`src/design/tbrc_pkg.sv`:
```
`timescale 1ns / 1ps
package tbrc_pkg;

    typedef enum logic [2:0] {
        OP_SPEED   = 3'd0,
        OP_LATENCY = 3'd1,
        OP_TURN    = 3'd2,
        OP_FRAME   = 3'd3,
        OP_ANALYZE = 3'd4
    } t_op;

    localparam logic [1:0] REG_CONTROL_ENABLE = 2'd0;
    localparam logic [1:0] REG_HOST_MODE      = 2'd1;
    localparam logic [1:0] REG_HUMAN_MASK     = 2'd2;
    localparam logic [1:0] REG_OVERHEAD_MS    = 2'd3;
    localparam int CFG_DATA_W = 16;
    localparam int CFG_IDX_W  = 2;

    localparam logic [7:0]  GRAN_RESET   = 8'h5A;
    localparam logic [4:0]  FRAMES_RESET = 5'd10;
    localparam logic [12:0] LAT_MIN      = 13'h1E;
    localparam logic [12:0] LAT_MAX      = 13'd6000;
    localparam logic [7:0]  GRAN_MAX     = 8'h96;
    localparam logic [8:0]  BUF_MIN      = 9'hFA;

    typedef struct packed {
        logic [2:0]  op;
        logic [3:0]  peer;
        logic [7:0]  avg_frame_ms;
        logic [7:0]  hi_lat_tens;
        logic [15:0] latency_ms;
        logic [31:0] turn_no;
        logic [7:0]  turn_increment;
        logic        apply;
        logic [15:0] frame_number;
        logic [15:0] turn_elapsed_ms;
    } t_in;

    typedef struct packed {
        logic [7:0]  grant_ms;
        logic        changed;
        logic [7:0]  new_granularity;
        logic [4:0]  new_frame_cnt;
        logic        send_change;
        logic [4:0]  frames_left;
        logic [31:0] dropped_total;
        logic [31:0] adjust_total;
    } t_out;

    typedef enum logic [3:0] {
        ST_IDLE, ST_READ, ST_SCAN, ST_GRAN, ST_DIV1, ST_FR1, ST_DIV2, ST_FR2,
        ST_FIN, ST_OUT
    } t_state;

endpackage

```
`src/design/tbrc_div.sv`:
```
`timescale 1ns / 1ps
module tbrc_div (
    input  logic        i_clk,
    input  logic        i_rst_n,
    input  logic        i_start,
    input  logic [11:0] i_num,
    input  logic [7:0]  i_den,
    output logic        o_done,
    output logic [11:0] o_quo
);
    logic [3:0]  r_cnt;
    logic        r_busy;
    logic [11:0] r_q;
    logic [8:0]  r_rem;
    logic [7:0]  r_den;
    logic [8:0]  n_rem;

    assign n_rem = {r_rem[7:0], r_q[11]};
    assign o_quo = r_q;

    always_ff @(posedge i_clk) begin
        if (!i_rst_n) begin
            r_busy <= 1'b0;
            r_cnt  <= '0;
            o_done <= 1'b0;
        end else begin
            o_done <= 1'b0;
            if (i_start) begin
                r_busy <= 1'b1;
                r_cnt  <= 4'd0;
                r_q    <= i_num;
                r_rem  <= '0;
                r_den  <= i_den;
            end else if (r_busy) begin
                if (n_rem >= {1'b0, r_den}) begin
                    r_rem <= n_rem - {1'b0, r_den};
                    r_q   <= {r_q[10:0], 1'b1};
                end else begin
                    r_rem <= n_rem;
                    r_q   <= {r_q[10:0], 1'b0};
                end
                r_cnt <= r_cnt + 4'd1;
                if (r_cnt == 4'd11) begin
                    r_busy <= 1'b0;
                    o_done <= 1'b1;
                end
            end
        end
    end
endmodule

```
`src/design/turn_buffer_rate_controller.sv`:
```
`timescale 1ns / 1ps
// turn buffer rate controller
// input channel: one op beat (speed report, latency report, turn start, frame,
// analyze) in i_in_data with i_in_valid / o_in_ready. output channel: exactly
// one result beat per input beat on o_out_data with o_out_valid / i_out_ready.
// configuration: i_cfg_we, i_cfg_idx, i_cfg_data, to be written by the user
// only when the block idles (not enforced by it). one beat at a time. report,
// turn start, frame and unused ops pass ST_READ (update from the table memory
// read) and ST_OUT (output register); no new beat until the result has left.
// analyze scans peer slots one per cycle out of the table memory in ST_SCAN and
// runs up to two restoring divisions in a shared divider through ST_GRAN,
// ST_DIV1, ST_FR1, ST_DIV2 (only when the second division is needed), ST_FR2,
// ST_FIN and ST_OUT; an analyze that does nothing goes straight to ST_OUT.
// the result register holds its beat while the receiver stalls; the next input
// beat is taken only once that result leaves.
// reset restores granularity 90, 10 frames per turn, counters zero, latency 30
// and zero frame and high-latency entries: the table is held in memory with one
// valid bit per slot, so no clearing pass is needed.
module turn_buffer_rate_controller #(
    parameter int PEER_SLOTS = 10
) (
    input  logic                                i_clk,
    input  logic                                i_rst_n,
    input  logic                                i_in_valid,
    output logic                                o_in_ready,
    input  tbrc_pkg::t_in                       i_in_data,
    output logic                                o_out_valid,
    input  logic                                i_out_ready,
    output tbrc_pkg::t_out                      o_out_data,
    input  logic                                i_cfg_we,
    input  logic [tbrc_pkg::CFG_IDX_W-1:0]      i_cfg_idx,
    input  logic [tbrc_pkg::CFG_DATA_W-1:0]     i_cfg_data
);
    import tbrc_pkg::*;

    localparam int PW = $clog2(PEER_SLOTS);

    logic        r_ctl_en, r_host;
    logic [9:0]  r_human;
    logic [15:0] r_ovh;

    // peer table memory: {latency, frame_ms, high_latency}
    logic [32:0] r_mem [PEER_SLOTS];
    logic [PEER_SLOTS-1:0] r_vld;
    logic [32:0] r_rd;
    logic        r_rd_vld;
    logic [PW-1:0] n_raddr;
    logic        n_rd_en;

    t_state      r_st, n_st;
    t_in         r_in;
    t_out        r_out;
    logic        r_ov;

    logic [7:0]  r_gran, r_pgran;
    logic [4:0]  r_frames, r_left, r_pframes;
    logic [31:0] r_cturn, r_adj, r_drop;
    logic [15:0] r_since, r_drop_turn;
    logic [PW:0] r_scan;
    logic [7:0]  r_maxfr;
    logic [11:0] r_maxlat;
    logic [7:0]  r_g;
    logic [4:0]  r_f;
    logic [31:0] r_turn;

    logic        n_dstart, w_ddone;
    logic [11:0] n_dnum, w_dquo;
    logic [7:0]  n_dden;
    logic [7:0]  w_dsel;

    logic [31:0] w_turn;
    logic        w_an_skip;
    logic [4:0]  w_f1;
    logic [12:0] w_prod;

    tbrc_div u_div (
        .i_clk(i_clk), .i_rst_n(i_rst_n), .i_start(n_dstart), .i_num(n_dnum),
        .i_den(n_dden), .o_done(w_ddone), .o_quo(w_dquo)
    );

    logic w_peer_ok;
    assign w_peer_ok = (r_in.peer != 4'd0) && ({1'b0, r_in.peer} < 5'(PEER_SLOTS));
    assign o_in_ready  = (r_st == ST_IDLE) && !r_ov;
    assign o_out_valid = r_ov;
    assign o_out_data  = r_out;

    assign w_turn    = r_in.turn_no + 32'(r_in.turn_increment);
    assign w_an_skip = !r_host || (r_cturn != 32'd0) || (w_turn < 32'd20) ||
                       ({1'b0, r_since} + 17'd1 < 17'd5);

    always_ff @(posedge i_clk) begin
        if (!i_rst_n) begin
            r_ctl_en <= 1'b1;
            r_host   <= 1'b0;
            r_human  <= '0;
            r_ovh    <= '0;
        end else if (i_cfg_we) begin
            unique case (i_cfg_idx)
                REG_CONTROL_ENABLE: r_ctl_en <= i_cfg_data[0];
                REG_HOST_MODE:      r_host   <= i_cfg_data[0];
                REG_HUMAN_MASK:     r_human  <= i_cfg_data[9:0];
                REG_OVERHEAD_MS:    r_ovh    <= i_cfg_data;
                default: ;
            endcase
        end
    end

    always_comb begin
        n_rd_en = 1'b0;
        n_raddr = '0;
        if (r_st == ST_SCAN && r_scan < (PW+1)'(PEER_SLOTS)) begin
            n_rd_en = 1'b1;
            n_raddr = r_scan[PW-1:0];
        end
    end

    // peer table memory, written only in ST_READ of report ops
    logic        w_mwe;
    logic [32:0] w_mwd;
    logic [12:0] w_lat;
    always_comb begin
        w_lat = (r_in.latency_ms < 16'(LAT_MIN)) ? LAT_MIN :
                (r_in.latency_ms > 16'(LAT_MAX)) ? LAT_MAX : r_in.latency_ms[12:0];
        w_mwe = (r_st == ST_READ) && w_peer_ok &&
                (r_in.op == OP_SPEED || r_in.op == OP_LATENCY);
        w_mwd = r_vld[r_in.peer[PW-1:0]] ? r_rd : {LAT_MIN, 8'd0, 12'd0};
        if (r_in.op == OP_SPEED) begin
            w_mwd[19:0] = {r_in.avg_frame_ms, 12'(r_in.hi_lat_tens * 4'd10)};
        end else begin
            w_mwd[32:20] = w_lat;
        end
    end

    always_ff @(posedge i_clk) begin
        if (w_mwe) r_mem[r_in.peer[PW-1:0]] <= w_mwd;
        if (r_st == ST_IDLE) r_rd <= r_mem[i_in_data.peer[PW-1:0]];
        else if (n_rd_en) r_rd <= r_mem[n_raddr];
    end

    always_ff @(posedge i_clk) begin
        if (!i_rst_n) begin
            r_vld    <= '0;
            r_rd_vld <= 1'b0;
        end else begin
            if (w_mwe) r_vld[r_in.peer[PW-1:0]] <= 1'b1;
            r_rd_vld <= n_rd_en;
        end
    end

    always_comb begin
        n_st = r_st;
        unique case (r_st)
            ST_IDLE: if (i_in_valid && o_in_ready) n_st = ST_READ;
            ST_READ: n_st = (r_in.op == OP_ANALYZE && !w_an_skip) ? ST_SCAN : ST_OUT;
            ST_SCAN: if (!n_rd_en && !r_rd_vld) n_st = ST_GRAN;
            ST_GRAN: n_st = ST_DIV1;
            ST_DIV1: if (w_ddone) n_st = ST_FR1;
            ST_FR1:  n_st = (w_prod < 13'(BUF_MIN)) ? ST_DIV2 : ST_FR2;
            ST_DIV2: if (w_ddone) n_st = ST_FR2;
            ST_FR2:  n_st = ST_FIN;
            ST_FIN:  n_st = ST_OUT;
            ST_OUT:  n_st = ST_IDLE;
            default: n_st = ST_IDLE;
        endcase
    end

    // gran rounding: (max_fr+5)/10*10 via reciprocal
    logic [8:0]  w_rsum;
    logic [17:0] w_rprod;
    logic [4:0]  w_rq;
    logic [8:0]  w_rg;
    logic [7:0]  w_gsel;
    logic [8:0]  w_gd;
    always_comb begin
        w_rsum  = {1'b0, r_maxfr} + 9'd5;
        w_rprod = 18'(w_rsum * 9'd205);
        w_rq    = w_rprod[15:11];
        w_rg    = 9'(w_rq * 4'd10);
        if (w_rg > 9'(GRAN_MAX)) w_rg = 9'(GRAN_MAX);
        w_gd = (w_rg >= {1'b0, r_gran}) ? w_rg - {1'b0, r_gran} : {1'b0, r_gran} - w_rg;
        w_gsel = (w_gd < 9'd10) ? r_gran : w_rg[7:0];
    end

    assign n_dstart = (r_st == ST_GRAN) || (r_st == ST_FR1 && w_prod < 13'(BUF_MIN));
    assign w_dsel   = (r_st == ST_GRAN) ? w_gsel : r_g;
    assign n_dden   = (w_dsel == 8'd0) ? 8'd1 : w_dsel;
    assign n_dnum   = (r_st == ST_GRAN) ? r_maxlat : 12'(BUF_MIN);
    always_comb begin
        w_f1 = (w_dquo > 12'd17) ? 5'd20 : 5'(w_dquo + 12'd2);
        if (w_f1 < 5'd5) w_f1 = 5'd4;
        w_prod = 13'(r_g * r_f);
    end

    logic [12:0] w_nt, w_ct, w_ad;
    always_comb begin
        w_nt = 13'(r_g * r_f);
        w_ct = 13'(r_gran * r_frames);
        w_ad = (w_nt >= w_ct) ? w_nt - w_ct : w_ct - w_nt;
    end

    logic [16:0] w_avail;
    logic [12:0] w_buf;
    assign w_avail = {1'b0, r_ovh} + {1'b0, r_in.turn_elapsed_ms};
    assign w_buf = (r_frames >= r_left) ? 13'((r_frames - r_left) * r_gran) : 13'd0;

    always_ff @(posedge i_clk) begin
        if (!i_rst_n) begin
            r_st <= ST_IDLE;
            r_ov <= 1'b0;
            r_gran <= GRAN_RESET;
            r_frames <= FRAMES_RESET;
            r_left <= '0;
            r_pframes <= '0;
            r_pgran <= '0;
            r_cturn <= '0;
            r_adj <= '0;
            r_since <= '0;
            r_drop <= '0;
            r_drop_turn <= '0;
        end else begin
            r_st <= n_st;
            if (r_ov && i_out_ready) r_ov <= 1'b0;
            unique case (r_st)
                ST_IDLE: if (i_in_valid && o_in_ready) begin
                    r_in <= i_in_data;
                    r_out <= '0;
                end
                ST_READ: begin
                    r_scan <= (PW+1)'(1);
                    r_maxfr <= 8'd10;
                    r_maxlat <= 12'd30;
                    r_turn <= w_turn;
                    case (r_in.op)
                        OP_TURN: begin
                            r_drop_turn <= '0;
                            if (r_cturn != 32'd0) r_since <= '0;
                            if (r_cturn != 32'd0 && r_cturn <= r_in.turn_no) begin
                                r_cturn <= '0;
                                r_adj <= r_adj + 32'd1;
                                r_frames <= r_pframes;
                                r_gran <= r_pgran;
                                r_left <= r_pframes;
                                r_pframes <= '0;
                                r_pgran <= '0;
                            end else begin
                                r_left <= r_frames;
                            end
                        end
                        OP_FRAME: if (r_left != 5'd0) begin
                            if (w_avail < 17'(w_buf)) begin
                                if (r_in.frame_number > 16'd6) begin
                                    r_drop <= r_drop + 32'd1;
                                    r_drop_turn <= r_drop_turn + 16'd1;
                                end
                            end else begin
                                r_left <= r_left - 5'd1;
                                r_out.grant_ms <= r_gran;
                            end
                        end
                        OP_ANALYZE: begin
                            if (r_host && r_cturn == 32'd0 && w_turn >= 32'd20 &&
                                r_since != 16'hFFFF)
                                r_since <= r_since + 16'd1;
                        end
                        default: ;
                    endcase
                end
                ST_SCAN: begin
                    if (n_rd_en) r_scan <= r_scan + (PW+1)'(1);
                    if (r_rd_vld && (PW+1)'(r_scan - 1) < 5'd10 &&
                        r_human[4'(r_scan - 1)] && r_vld[PW'(r_scan - 1)]) begin
                        if (r_maxfr <= r_rd[19:12]) r_maxfr <= r_rd[19:12];
                        if (r_maxlat <= r_rd[11:0]) r_maxlat <= r_rd[11:0];
                    end
                end
                ST_GRAN: r_g <= w_gsel;
                ST_DIV1: if (w_ddone) r_f <= w_f1;
                ST_FR1: ;
                ST_DIV2: if (w_ddone) r_f <= 5'(w_dquo + 12'd1);
                ST_FR2: ;
                ST_FIN: begin
                    if (w_ad >= 13'd11) begin
                        r_out.changed <= 1'b1;
                        r_out.new_granularity <= r_g;
                        r_out.new_frame_cnt <= (w_nt < w_ct && w_ad > 13'd100 &&
                            r_frames > 5'd4) ? r_frames - 5'd1 : r_f;
                        if (r_in.apply && r_ctl_en) begin
                            r_pframes <= (w_nt < w_ct && w_ad > 13'd100 &&
                                r_frames > 5'd4) ? r_frames - 5'd1 : r_f;
                            r_pgran <= r_g;
                            r_cturn <= r_turn;
                            r_out.send_change <= 1'b1;
                        end
                    end
                end
                ST_OUT: begin
                    r_ov <= 1'b1;
                    r_out.frames_left <= r_left;
                    r_out.dropped_total <= r_drop;
                    r_out.adjust_total <= r_adj;
                end
                default: ;
            endcase
        end
    end

    // scan index stays inside the table
    a_scan: assert property (@(posedge i_clk) disable iff (!i_rst_n)
        r_rd_vld |-> (r_scan <= (PW+1)'(PEER_SLOTS)))
        else $error("scan index out of range");
    // no new beat while a result is held
    a_hold: assert property (@(posedge i_clk) disable iff (!i_rst_n)
        r_ov |-> !o_in_ready)
        else $error("input taken while result pending");
    // a beat always leads to a result through ST_READ
    a_read: assert property (@(posedge i_clk) disable iff (!i_rst_n)
        (i_in_valid && o_in_ready) |=> (r_st == ST_READ))
        else $error("accepted beat not processed");
endmodule

```
`config.mk`:
```
export PLATFORM = sky130hd
export DESIGN_NAME = turn_buffer_rate_controller
export DESIGN_NICKNAME = d
export VERILOG_FILES = /design/src/design/tbrc_pkg.sv /design/src/design/tbrc_div.sv /design/src/design/turn_buffer_rate_controller.sv
export SDC_FILE = /design/constraint.sdc
export NUM_CORES = 2
export LEC_CHECK = 0
export BUFFER_PORTS_ARGS = -buffer_cell sky130_fd_sc_hd__buf_2
export CAP_MARGIN = 20
export CORE_ASPECT_RATIO = 0.75
export CORE_UTILIZATION = 32
export DETAILED_ROUTE_END_ITERATION = 7
export HOLD_SLACK_MARGIN = 0.03
export SYNTH_ARGS = -nofsm -noshare
export SYNTH_HDL_FRONTEND = slang
export SYNTH_SLANG_ARGS = --single-unit
```
`constraint.sdc`:
```
create_clock -name i_clk -period 17 [get_ports i_clk]
set_input_delay 0.85 -clock i_clk [delete_from_list [all_inputs] [get_ports i_clk]]
set_output_delay 0.85 -clock i_clk [all_outputs]
set_load 0.03 [all_outputs]
```
# Word level (Yosys, flattened, before mapping)
# Memories as Yosys holds them, arrays and structs flattened.
# Cells that the tools add are included.
# op_classes
add_sub_neg,20
n_mul,6
magnitude_cmp,29
mux,89
n_reduce_logical,75
bitwise_logic,3
eq_ne,37
# ops
op,n
$pmux W69 S2,1
$mux W32,4
$mux W8,13
$mux W33,3
$mux W92,1
$mux W13,5
$mux W5,13
$add A32 B1 Y32 const B,2
$pmux W32 S2,1
$mux W12,5
$pmux W8 S2,3
$pmux W5 S2,4
$pmux W4 S9,1
$add A32 B8 Y32,1
$ge A32 B5 Y1 const B,1
$le A32 B32 Y1,1
$logic_not A32 Y1,1
$lt A32 B5 Y1 const B,1
$mux W16,2
$pmux W16 S2,1
$reduce_bool A32 Y1,1
$pmux W15 S2,1
$reduce_and A4 Y1,7
$mul A8 B5 Y13,2
78 further kinds,184
# word_totals
in_bits,135
n_memories,1
mem_bits_rw,330
wordCells,308
ff_bits,528
# mem_list
memory,depth,word_bits,read_ports,rd_clocked_by_memory_dff,write_ports,line_no,text
r_mem,10,33,2,0,1,turn_buffer_rate_controller.sv:43,logic [32:0] r_mem [PEER_SLOTS];

# Logic depth before layout (Yosys ltp)
# logic_depth
word_depth,11
depth_mapped,46
mapped_depth_nobuf,45

# Modules after synthesis
# From an unflattened synthesis, not the netlist that was laid out.
# unflattened
cells_unflattened,3762
hier_area_um2,41086.9
# modules_own_cells
module,instances,area_each_um2,seq_area_each_um2,cells_each
turn_buffer_rate_controller,1,39283.9,18097.4,3614
tbrc_div,1,1803.0,960.9,148

# Worst setup path after synthesis
# No wires, ideal clock.
# synth_path
path_type,reg2reg
startpoint,register r_maxfr[0]
endpoint,"register u_div.r_den[0], data pin"
synth_period_minus_slack_ps,9877
required_time_ps,16871
n_path_buf,1
path_stages_with_launch,47
arrival_time_ps,9748
path_slack_ps,7123
cell_sequence,edfxtp_1 ha_1 o21bai_1 xor2_1 inv_1 ha_1 inv_1 fa_1 inv_1 fa_1 inv_1 fa_1 inv_1 ha_1 a21oi_1 o21ai_0 a31oi_1 inv_1 (+11 left out) a21oi_1 a31oi_1 or2_2 ha_1 fa_1 nor3_1 a22o_1 a31oi_2 mux2_2 a211oi_1 o22ai_1 xnor2_1 a2111o_1 buf_2 nor3_1 nor2_1 a2111oi_0 a21o_1
# synth_via
elab_chain_len,11
word_cells_on_any_way,13
classes_between,add/sub (3); mul (2); order compare (3); mux (4); reduce/logical (1)
# synth_lines
element,line_no,text
from (decl),turn_buffer_rate_controller.sv:60,logic [7:0] r_maxfr;
from (signal assigned),turn_buffer_rate_controller.sv:272,if (r_maxfr <= r_rd[19:12]) r_maxfr <= r_rd[19:12];
$add A8 B3 Y9 *,turn_buffer_rate_controller.sv:175,"w_rsum = {1'b0, r_maxfr} + 9'd5;"
$mul A9 B8 Y16 *,turn_buffer_rate_controller.sv:176,w_rprod = 18'(w_rsum * 9'd205);
$mul A5 B3 Y8 *,turn_buffer_rate_controller.sv:178,w_rg = 9'(w_rq * 4'd10);
$gt A9 B8 Y1,turn_buffer_rate_controller.sv:179,if (w_rg > 9'(GRAN_MAX)) w_rg = 9'(GRAN_MAX);
$mux W9 *,turn_buffer_rate_controller.sv:179,
$sub A8 B9 Y9 (tied with other cells),turn_buffer_rate_controller.sv:180,"w_gd = (w_rg >= {1'b0, r_gran}) ? w_rg - {1'b0, r_gran} : {1'b0, r_gran} - w_rg;"
$mux W9,turn_buffer_rate_controller.sv:180,
$lt A9 B4 Y1,turn_buffer_rate_controller.sv:181,w_gsel = (w_gd < 9'd10) ? r_gran : w_rg[7:0];
$mux W8 *,turn_buffer_rate_controller.sv:181,
$mux W8 *,n/a,
$logic_not A8 Y1,turn_buffer_rate_controller.sv:186,assign n_dden = (w_dsel == 8'd0) ? 8'd1 : w_dsel;
to (signal assigned),tbrc_div.sv:33,r_den <= i_den;
to (decl),tbrc_div.sv:15,logic [7:0] r_den;
# Mark *: on every way between the ends. The rest lies on a longest branch, timed or not.
# A chain may end at the register's enable or synchronous reset.

# Worst setup path in the final report
# layout_path
startpoint,register r_maxfr[0]
endpoint,"register u_div.r_den[0], data pin"
# layout_via
elab_chain_len,11
word_cells_on_any_way,13
classes_between,add/sub (3); mul (2); order compare (3); mux (4); reduce/logical (1)
# layout_lines
element,line_no,text
$add A8 B3 Y9 *,turn_buffer_rate_controller.sv:175,
$mul A9 B8 Y16 *,turn_buffer_rate_controller.sv:176,
$mul A5 B3 Y8 *,turn_buffer_rate_controller.sv:178,
$gt A9 B8 Y1,turn_buffer_rate_controller.sv:179,
$mux W9 *,turn_buffer_rate_controller.sv:179,
$sub A8 B9 Y9 (tied with other cells),turn_buffer_rate_controller.sv:180,
$mux W9,turn_buffer_rate_controller.sv:180,
$lt A9 B4 Y1,turn_buffer_rate_controller.sv:181,
$mux W8 *,turn_buffer_rate_controller.sv:181,
$mux W8 *,n/a,
via w_dsel[3],turn_buffer_rate_controller.sv:69,logic [7:0] w_dsel;
$logic_not A8 Y1 *,turn_buffer_rate_controller.sv:186,
# The timed path passes the listed nets; every way through them passes the cells marked *.

==> implementation parameters <==
Parameter                              Value

Synth
  Cell variety after synth    89
  Number of flops mapped to enable cells by yosys    506
  Seq cells post-synth    699
  Syn. warnings    0
  Proportion of synthesized flip-flops having asynchronous set or reset    0
  Most area-hungry cell type in the Yosys netlist    edfxtp_1
  Yosys top cell area share    0.376
  Syn Area/Cell    between 10 and 15 sq um
  Main area contributors after synthesis    edfxtp_1 (38%), dfxtp_1 (9.6%), ha_1 (8.7%)
  Primary flip-flop cell chosen by synthesis mapping    edfxtp_1
  Sequential cell area fraction in the yosys report    0.471
  Cell area after technology mapping    0.0405 sq mm
  Number of instances in the synthesized netlist    3819

Detailed routing
  Length of routed wiring on met1    between 50 and 60 mm
  DR vias/cell    5.14
  Avg WL per Cell    18.8 um
  Met3 layer wire length in the routed design    roughly 8 mm
  Max Used Layer    met5
  Number of detailed-routing iterations run before antenna repair    5
  Routed wire length    about 110 mm
  Met2 routed WL    46.4 mm
  Final ANT Viol Nets    0
  Initial DRC Count    2342
  DRC violations left    0
  Vias after detailed routing    29428

Floorplan
  Area of the core    0.125 sq mm
  Count of boundary I/O pins    about 230
  Initial Utilization    0.324
  Floorplan die area    about 0.13 sq mm
  Die boundary height    approximately 310 um
  Die Span X    413 um
  Number of placement rows    between 100 and 150

CTS
  Hold_buf cts    0
  Worst-case clock buffer depth    3
  Number of clock sinks    699
  Cells resized by post-CTS repair    0
  Buffer count from post-CTS setup fixing    0
  Number of CTS-inserted buffers    80
  TritonCTS clock tree    done
  Number of levels the H-tree was split into    3
  Clock transition time at the flip-flop clock pins of the worst setup and hold paths    0.06 ns
  Clk Latency, worst-skew pair    0.68 ns
  CTS Root Buffer Type    clkbuf_16

Setup path
  CP arrival    between 10 and 15 ns
  Peak fanout along the critical path    12
  CP Capture Type    flop
  Largest stage delay on the critical path    a little over 0.6 ns
  Worst path most repeated cell    inv_1
  Slowest library cell on the worst path    a2111o_1
  Category of the critical setup timing path    flop to flop
  Startpoint kind of the worst setup timing path    flop
  Required time of the critical path    approximately 18 ns

GRT
  Total global routing track utilization    0.167
  Maximum number of pins on one net before global-route repair    between 70 and 80
  Initial antenna violation count    24
  Vias in the first global route    28414
  Remaining Overflow, GRT    0
  Global-route wire length before repair    167 mm

Layout
  Share of cells above drive strength 1    0.125
  Area growth from synthesis to layout    13.7%
  FILL cells    12150
  Filler-free cell count of the finished design    roughly 5700
  Final net count    about 4500

Run status
  Result of the run    complete, no violations

Hold path
  Worst hold-check path type    input pin to flop

STA
  Final critical-path required period    11.21 ns
  Post-route setup TNS    0 ns
  Clock skew after layout    0.0609 ns
  Achievable Freq    ~89 MHz
  Hold Fails Final Rpt    0
  Tcrit/Tclk final    0.659
  Worst hold margin    between 0.3 and 0.4 ns
  Slew of the pin with the lowest slew margin    1.13 ns
  Max_slew headroom    0.248
  Final Setup Violations    0
  Count of pins over their slew limit    0
  Setup repair after global routing missed its margin    false

Placement
  Global placer's final weighted congestion    0.887
  Number of placed cells counting well taps    5572
  Count of buffers from port buffering    212
  Sum of net half-perimeters after detailed placement    ~75 mm

Power and ir drop
  Static leakage    around 18 nW
  Power Density    127 mW/mm^2
  IR drop worst, VDD    0.212 mV

Job
  # Max-Cap Violations    0
-- placed cells by master (no fill, tap or decap), types with 119 or more instances in the layout --
cell and instances:
inv_1 293, a21oi_1 207, xnor2_1 129, buf_2 211
nand2_1 383, o21ai_0 126, edfxtp_1 506, dfxtp_1 193
ha_1 280, nor2_1 278, and2_1 119
-- cells in the mapped netlist, drive strengths merged, types with 110 or more instances --
cell    count
edfxtp    506
a21oi     211
and2      121
nand3     110
inv       293
nand2     384
nor2      285
clkbuf    143
ha        280
xnor2     129
dfxtp     193
o21ai     132
-- final timing paths --
path                                 start  slack, ns  depth (start not counted)                            to
setup reg to reg  r_maxfr[0]$_SDFFCE_PN0P_       5.79                         45  u_div.r_den[0]$_SDFFCE_PN1P_
hold reg to reg       r_turn[19]$_DFFE_PP_       0.45                          1      r_cturn[19]$_SDFFE_PN0P_
hold / removal                i_in_data[5]       0.34                          1             r_in[5]$_DFFE_PP_
setup / recovery  r_maxfr[0]$_SDFFCE_PN0P_       5.79                         45  u_div.r_den[0]$_SDFFCE_PN1P_
-- final cells by class --
class	count	area, sq um	share of cell area
clock buffer	112	2200	0.0479
timing repair buffer	253	1390	0.0303
clock inverter	36	399	0.00868
antenna	3	7.51	0.000163
multi-input combinational	2673	19800	0.430
inverter	295	1110	0.0241
tap	1653	2070	0.0450
sequential	699	19100	0.414
-- layer usage --
layer	track usage	vias to the layer above
li1	-	14098
met1	0.240	14300
met2	0.252	850
met3	0.0401	150
met4	0.0406	30
met5	0	-
-- critical path, delay by kind of cell (launching register included) --
kind	cells	cell delay, ns
and+or+nand+nor	7	1.25
xor gates and xnor gates	2	0.39
AOI/OAI and AO/OA	16	3.76
muxes	2	0.63
DFF	1	0.47
adders and majority gates	11	4.07
buffers and inverters	7	0.44
-- registers in the layout, summed over array words and instances, names as in the netlist, 10 cells and up --
register,cells
r_drop,32
r_rd,20
r_mem,200
r_vld,10
r_ovh,16
r_cturn,32
r_maxlat,12
u_div.o_quo,12
r_adj,32
o_out_data,92
r_in,96
r_human,10
r_turn,32
r_since,16
-- cell families (layout without fill, tap and decap cells) --
logic type / Yosys count / in the layout / synth area share
other: 1 / 23 / 0.0000927
XOR/XNOR: 169 / 169 / 0.0366
buffers and inverters: 466 / 696 / 0.0446
adder cells (fa/ha/maj): 365 / 365 / 0.129
multiplexers: 143 / 143 / 0.0492
flip-flops: 699 / 699 / 0.471
AND/OR/NAND/NOR: 1216 / 1216 / 0.144
AO/OA/AOI/OAI: 760 / 760 / 0.126
-- per-stage QoR --
stage                     worst slack (ns)  power [W]  cell area [sq um]   util
after floorplan                       7.12    0.00363              40500      -
after global placement                6.02    0.00408              43300  0.347
after detailed placement              5.91    0.00410              43400  0.347
after CTS                             5.78    0.00584              46000  0.368
after global routing                  4.78    0.00619              46000  0.368
final                                 5.79    0.00583              46000  0.368
-- power by group --
group          total, W  leakage, nW  switching [W]  internal (W)
clock network   0.00171         1.26       0.000728      0.000978
registers       0.00196         6.18      0.0000532       0.00190
logic           0.00217         10.9        0.00130      0.000874
total           0.00583         18.4        0.00208       0.00375
Power figures use the tool's default switching activity.
